File: src/hw/rtl/avp_pkg.sv
package avp_pkg;

  localparam int REQ_W   = 1;
  localparam int ROW_W   = 7;
  localparam int COL_W   = 6;
  localparam int WGT_W   = 16;
  localparam int FEAT_W  = 16;
  localparam int CFG_W   = 7;
  localparam int PROD_W  = FEAT_W + WGT_W;
  localparam int ACC_W   = 48;
  localparam int OUT_W   = 32;

  // At most this many results per vector
  localparam int RESULT_LIMIT = 64;

  // The constant 1 in Q8.8 is 256: the bias term is the weight shifted left by 8
  localparam int ONE_SHIFT = 8;

  // Q.20 accumulator to Q16.16 output: add half an LSB, drop four bits
  localparam int FRAC_DROP  = 4;
  localparam int ROUND_HALF = 8;

  localparam logic [REQ_W-1:0] REQ_WEIGHT  = 1'b0;
  localparam logic [REQ_W-1:0] REQ_FEATURE = 1'b1;

  typedef struct packed {
    logic             w_write;
    logic             f_latch;
    logic             row_first;
    logic             row_next;
    logic             mac_issue;
    logic             mac_bias;
    logic             emit_load;
    logic             emit_last;
    logic             emit_too_long;
    logic [COL_W-1:0] col;
  } avp_cmd_t;

  typedef struct packed {
    logic out_free;
  } avp_sts_t;

endpackage

File: src/hw/rtl/avp_ctrl.sv
module avp_ctrl #(
  parameter int MAX_IN  = 64,
  parameter int MAX_OUT = 64
) (
  input  logic                       clk,
  input  logic                       rst,
  input  logic                       in_valid,
  output logic                       in_ready,
  input  logic [avp_pkg::REQ_W-1:0]  req_type,
  input  logic                       feature_last,
  input  logic                       cfg_we,
  input  logic [avp_pkg::CFG_W-1:0]  cfg_data,
  output avp_pkg::avp_cmd_t          cmd,
  input  avp_pkg::avp_sts_t          sts
);
  import avp_pkg::*;

  localparam int NCOL  = (MAX_OUT < RESULT_LIMIT) ? MAX_OUT : RESULT_LIMIT;
  localparam int CNT_W = $clog2(MAX_IN + 1);

  localparam logic [2:0] S_IDLE    = 3'd0;
  localparam logic [2:0] S_BIAS    = 3'd1;
  localparam logic [2:0] S_ELEM    = 3'd2;
  localparam logic [2:0] S_MAC     = 3'd3;
  localparam logic [2:0] S_DRAIN   = 3'd4;
  localparam logic [2:0] S_EMIT_RD = 3'd5;
  localparam logic [2:0] S_EMIT_WR = 3'd6;

  logic [2:0]       state, state_next;
  logic [COL_W-1:0] col, col_next;
  logic [CNT_W-1:0] cnt, cnt_next;
  logic             ovf, ovf_next;
  logic             open, open_next;
  logic             last, last_next;
  logic             from_bias, from_bias_next;
  logic             drain, drain_next;
  logic [CFG_W-1:0] out_dim;

  logic [CFG_W-1:0] n_emit;
  logic [COL_W-1:0] n_last;
  logic             col_end;

  // Clamp the column count to one at least and to the columns kept
  always_comb begin
    if (out_dim == '0) begin
      n_emit = CFG_W'(1);
    end else if (out_dim > CFG_W'(NCOL)) begin
      n_emit = CFG_W'(NCOL);
    end else begin
      n_emit = out_dim;
    end
    n_last  = COL_W'(n_emit - CFG_W'(1));
    col_end = (col == COL_W'(NCOL - 1));
  end

  always_comb begin
    state_next     = state;
    col_next       = col;
    cnt_next       = cnt;
    ovf_next       = ovf;
    open_next      = open;
    last_next      = last;
    from_bias_next = from_bias;
    drain_next     = drain;
    cmd            = '0;
    cmd.col        = col;
    in_ready       = (state == S_IDLE);

    unique case (state)
      S_IDLE: begin
        if (in_valid) begin
          if (req_type == REQ_WEIGHT) begin
            cmd.w_write = 1'b1;
          end else begin
            cmd.f_latch = 1'b1;
            last_next   = feature_last;
            if (!open) begin
              open_next     = 1'b1;
              cnt_next      = '0;
              ovf_next      = 1'b0;
              cmd.row_first = 1'b1;
              col_next      = '0;
              state_next    = S_BIAS;
            end else begin
              state_next = S_ELEM;
            end
          end
        end
      end

      S_BIAS: begin
        cmd.mac_issue = 1'b1;
        cmd.mac_bias  = 1'b1;
        if (col_end) begin
          col_next       = '0;
          from_bias_next = 1'b1;
          drain_next     = 1'b0;
          state_next     = S_DRAIN;
        end else begin
          col_next = col + COL_W'(1);
        end
      end

      S_ELEM: begin
        col_next = '0;
        if (cnt < CNT_W'(MAX_IN)) begin
          cnt_next   = cnt + CNT_W'(1);
          state_next = S_MAC;
        end else begin
          // Drop the element, remember the vector ran long
          ovf_next   = 1'b1;
          state_next = last ? S_EMIT_RD : S_IDLE;
        end
      end

      S_MAC: begin
        cmd.mac_issue = 1'b1;
        if (col_end) begin
          cmd.row_next   = 1'b1;
          col_next       = '0;
          from_bias_next = 1'b0;
          drain_next     = 1'b0;
          state_next     = S_DRAIN;
        end else begin
          col_next = col + COL_W'(1);
        end
      end

      S_DRAIN: begin
        drain_next = 1'b1;
        if (drain) begin
          col_next = '0;
          if (from_bias) begin
            state_next = S_ELEM;
          end else if (last) begin
            state_next = S_EMIT_RD;
          end else begin
            state_next = S_IDLE;
          end
        end
      end

      S_EMIT_RD: begin
        state_next = S_EMIT_WR;
      end

      S_EMIT_WR: begin
        if (sts.out_free) begin
          cmd.emit_load     = 1'b1;
          cmd.emit_last     = (col == n_last);
          cmd.emit_too_long = ovf;
          if (col == n_last) begin
            open_next  = 1'b0;
            cnt_next   = '0;
            ovf_next   = 1'b0;
            col_next   = '0;
            state_next = S_IDLE;
          end else begin
            col_next   = col + COL_W'(1);
            state_next = S_EMIT_RD;
          end
        end
      end

      default: begin
        state_next = S_IDLE;
      end
    endcase
  end

  always_ff @(posedge clk) begin
    if (rst) begin
      state     <= S_IDLE;
      col       <= '0;
      cnt       <= '0;
      ovf       <= 1'b0;
      open      <= 1'b0;
      last      <= 1'b0;
      from_bias <= 1'b0;
      drain     <= 1'b0;
      out_dim   <= CFG_W'(1);
    end else begin
      state     <= state_next;
      col       <= col_next;
      cnt       <= cnt_next;
      ovf       <= ovf_next;
      open      <= open_next;
      last      <= last_next;
      from_bias <= from_bias_next;
      drain     <= drain_next;
      if (cfg_we) begin
        out_dim <= cfg_data;
      end
    end
  end

endmodule

File: config.mk
export PLATFORM = sky130hd
export DESIGN_NAME = avp_ctrl
export DESIGN_NICKNAME = d
export VERILOG_FILES = /design/src/hw/rtl/avp_pkg.sv /design/src/hw/rtl/avp_ctrl.sv
export SDC_FILE = /design/constraint.sdc
export NUM_CORES = 1
export LEC_CHECK = 0
export BUFFER_PORTS_ARGS = -buffer_cell sky130_fd_sc_hd__clkbuf_2
export CAP_MARGIN = 30
export CORE_MARGIN = 2
export CORE_UTILIZATION = 40
export DETAILED_ROUTE_END_ITERATION = 6
export RECOVER_POWER = 25
export SYNTH_ARGS = -nofsm -noshare
export SYNTH_HDL_FRONTEND = slang
export SYNTH_SLANG_ARGS = --single-unit
File: constraint.sdc
create_clock -name clk -period 3.8 [get_ports clk]
set_input_delay 0.57 -clock clk [delete_from_list [all_inputs] [get_ports clk]]
set_output_delay 0.57 -clock clk [all_outputs]
set_load 0.01 [all_outputs]
* After elaboration in Yosys (flattened, before gate mapping)
Cells that the tools add are included.
Storage, ports and cells: output and inout bits 16, input port bits 14, register bits after elaboration 28, word-level logic and storage cells 102
Operators by class: mux-type cells 53, equality and inequality tests 19, reduce and logical (&&, ||, !) cells 16, order comparisons 2, add/sub/neg operators 3
Operators by type and width (number):
- 6-bit two-way mux | 9
- 7-bit two-way mux | 6
- 3-bit two-way mux | 13
- 6-bit one-hot mux with 5 select lines | 1
- 7-bit one-hot mux with 3 select lines | 1
- 2-bit inequality test, second input constant | 9
- 3-bit one-hot mux with 6 select lines | 1
- 1-bit two-way mux | 16
- 7-bit AND reduction | 2
- 5-bit AND reduction | 2
- 3-bit == test, second input constant | 3
- 7-bit by 1-bit adder with 7-bit output, second input constant | 1
- 7-bit > comparator, second input constant | 1
- 7-bit zero test | 1
- 7-bit less-than comparator, second input constant | 1
- 6-bit by 1-bit adder with 6-bit output, second input constant | 1
- 3-bit by 2-bit == test with 1-bit output, second input constant | 2
- 6-bit == test | 1
- 6-bit == test, second input constant | 1
- 1-bit one-hot mux with 2 select lines | 3
- 3-bit AND reduction | 2
- 6-bit AND reduction | 1
- 2-bit nonzero test | 3
- 6-bit by 1-bit subtractor with 6-bit output, second input constant | 1
- other kinds (9) | 11

* Longest topological paths before layout
depth after elaboration 8, gate-level depth with buffers 10

* Worst setup path before layout
OpenSTA, ideal clock, no wires.
path kind reg-to-output, start point reg out_dim[1], end point out cmd[7] (netlist bit), cell stages (with the launch flop) 10, slack 1.034 ns, arrival time 2.196 ns, cell sequence dfxtp_1 or4_1 nor2_1 o21bai_1 ha_1 or4b_2 o211ai_1 xnor2_1 o211ai_4 nor2_1
RTL lines:
- start: declaration | line avp_ctrl.sv:37 | logic [CFG_W-1:0] out_dim;
- start signal: assignment | line avp_ctrl.sv:192 | out_dim <= cfg_data;
- end: declaration | line avp_ctrl.sv:13 | output avp_pkg::avp_cmd_t cmd,

==> flow_metrics.env <==
export IMPL_cp_end_kind="output pin"
export IMPL_fin_skew_ns=0.00767
export IMPL_critPathRequiredTime_ns=3.23
export IMPL_syn_nets=241
export IMPL_pin_count=30
export IMPL_ys_seq_area_frac=0.312
export IMPL_yosysMostFrequentCell="dfxtp_1"
export IMPL_drt_met1_wl_um=2200
export IMPL_synth_cells=224
export IMPL_startpoint_type="register"
export IMPL_routed_wl_um=4140
export IMPL_gp_congestion=0.803
export IMPL_n_antenna_cell=0
export IMPL_instances_no_fill=296
export IMPL_die_area_mm2=0.00504
export IMPL_synth_area_mm2=0.00179
export IMPL_grt_pass1_vias=1515
export IMPL_cts_clk_slew_worst_paths_ns=0.10
export IMPL_fin_ws_ns=0.473
export IMPL_drtIter0Drc=174
export IMPL_synth_area_per_cell_um2=8.01
export IMPL_gr_total_overflow=0
export IMPL_htreeDepth=1
export IMPL_synthTopCellsByArea="dfxtp_1 (31%), nor2_1 (5.4%), mux2i_1 (4.5%)"
export IMPL_finalSetupViolCount=0
export IMPL_port_buffers=29
export IMPL_cts_buffers=3
export IMPL_cts_tree="yes"
export IMPL_core_mm2=0.00432
export IMPL_fin_area_mm2=0.00202
export IMPL_fp_dieH_um=71.0
export IMPL_preCtsSetupSlack_ns=0.790
export IMPL_async_flop_share=0
export IMPL_yosys_top_cells_count="dfxtp_1 (28), nor2_1 (26), nand2_1 (15)"
export IMPL_powerDensity_mw_per_mm2=481
export IMPL_tns_ns=0
export IMPL_slew_viol_final=0
export IMPL_antenna_found_initial=0
export IMPL_cts_buffer_depth=2
export IMPL_max_cap_viol_count=0
export IMPL_crit_fanout=9
export IMPL_ir_drop_mv=0.175
export IMPL_power_mw=0.975
export IMPL_cts_resized_gates=0
export IMPL_hold_ws_ns=0.480
export IMPL_post_cts_buffers=0
export IMPL_synth_enable_flop_cells=0
export IMPL_hold_path_class="register to register"
export IMPL_cts_hold_buf=0
export IMPL_clk_latency_ns=0.28
export IMPL_timing_fmax_mhz=301
export IMPL_wl_met2_um=1770
export IMPL_wl_per_cell_um=14.0
export IMPL_yosysUniqueCellTypes=51
export IMPL_hold_viol=0
export IMPL_ctsRootBufferMaster="clkbuf_8"
export IMPL_fill_cells=448
export IMPL_status="complete, no violations"
export IMPL_row_count=24
export IMPL_cts_sinks=28
export IMPL_area_growth_pct=12.8
export IMPL_grtUsageTotal=0.173
export IMPL_highest_layer="met4"
export IMPL_start_util=0.415
export IMPL_rsz0062_at_grt="false"
export IMPL_hpwlAfterDp_um=2970
export IMPL_min_period_ns=3.33
export IMPL_final_util=0.468
export IMPL_grt_pass1_wl_um=7180
export IMPL_ys_ff_latch=28
export IMPL_vias=1676
export IMPL_final_antenna_net_count=0
export IMPL_drive_gt1_frac=0.168
export IMPL_synth_flop_cell="dfxtp_1"
export IMPL_yosysWarnings=0
export IMPL_relSlewSlack=0.0563
export IMPL_grt_max_degree=33
export IMPL_drc=0
export IMPL_placed_cell_area_mm2=0.00196
export IMPL_critPathArrivalTime_ns=2.76
export IMPL_routed_via_density=5.66
export IMPL_netlist_area_leader_share=0.312
export IMPL_worstMarginPinSlew_ns=1.42
export IMPL_post_route_period_util=0.876
export IMPL_wl_met3_um=148
export IMPL_fp_dieW_um=71.0
export IMPL_dp_cells=292
export IMPL_critPathKind="register to output pin"
export IMPL_final_nets=262
export IMPL_yosys_area_top_type="dfxtp_1"
export IMPL_p_leak_nw=0.775
export IMPL_first_pass_iters=4
[power breakdown]
group	internal [mW]	switching, mW
Combinational	0.153	0.200
Clock	0.141	0.0986
Sequential	0.321	0.0604
Total	0.615	0.359
[worst max-delay path, stage by stage (launching register included)]
cell and delay, ns:
dfxtp_1 0.47, or4_1 0.17, nor2_1 0.04, o21bai_1 0.14, ha_1 0.24, or4b_2 0.60, o211ai_1 0.12, xnor2_1 0.21
o211ai_4 0.18, nor2_1 0.15, clkbuf_2 0.15
[layout by cell type (no fill, tap or decap), types with 3 or more instances in the layout]
| cell | count |
|---|---|
| clkbuf_1 | 5 |
| nor3b_1 | 4 |
| mux2i_1 | 8 |
| a211o_1 | 4 |
| clkbuf_2 | 24 |
| and3_1 | 8 |
| a211oi_1 | 4 |
| a311oi_1 | 7 |
| or3_1 | 5 |
| dfxtp_1 | 28 |
| o21ai_0 | 14 |
| nand2_1 | 15 |
| a21oi_1 | 13 |
| ha_1 | 3 |
| or4_1 | 3 |
| nand2b_1 | 9 |
| nor3_1 | 7 |
| nor2_1 | 26 |
| inv_1 | 7 |
| clkbuf_8 | 3 |
| nand3b_1 | 3 |
| xnor2_1 | 4 |
[logic make-up after synthesis]
group           after synthesis  share of synthesized area
buf+inv                      21                     0.0439
simple gates                 93                      0.277
xor+xnor                      5                     0.0244
flops                        28                      0.312
fa+ha+maj                     3                     0.0209
mux                           9                     0.0509
compound gates               65                      0.271
[layout make-up]
cell class	count	area, um^2	share of cell area
multi-input cells	175	1150	0.570
flip-flops and latches	28	561	0.277
repair buffers	30	146	0.0723
well taps	52	65.1	0.0321
clock buffers	3	41.3	0.0204
clock inverters	1	30.0	0.0148
inverters	7	26.3	0.0130
[registers in the layout, indices dropped and copies added, names as in the netlist]
name / count
open: 1
out_dim: 7
cnt: 7
ovf: 1
col: 6
drain: 1
last: 1
from_bias: 1
state: 3
[worst paths after layout]
check	start	to	slack, ns	cells after the start
max reg2reg	out_dim[2]	cnt[2]	0.88	10
min reg2reg	cnt[5]	cnt[5]	0.48	1
min	cnt[5]	cnt[5]	0.48	1
max	out_dim[2]	cmd[7]	0.47	10
[layer usage]
| metal | track usage | up-vias |
|---|---|---|
| li1 | - | 870 |
| met1 | 0.258 | 779 |
| met2 | 0.258 | 25 |
| met3 | 0.0256 | 2 |
| met4 | 0.0503 | 0 |
| met5 | 0 | - |
(Power assumes the default switching activity.)
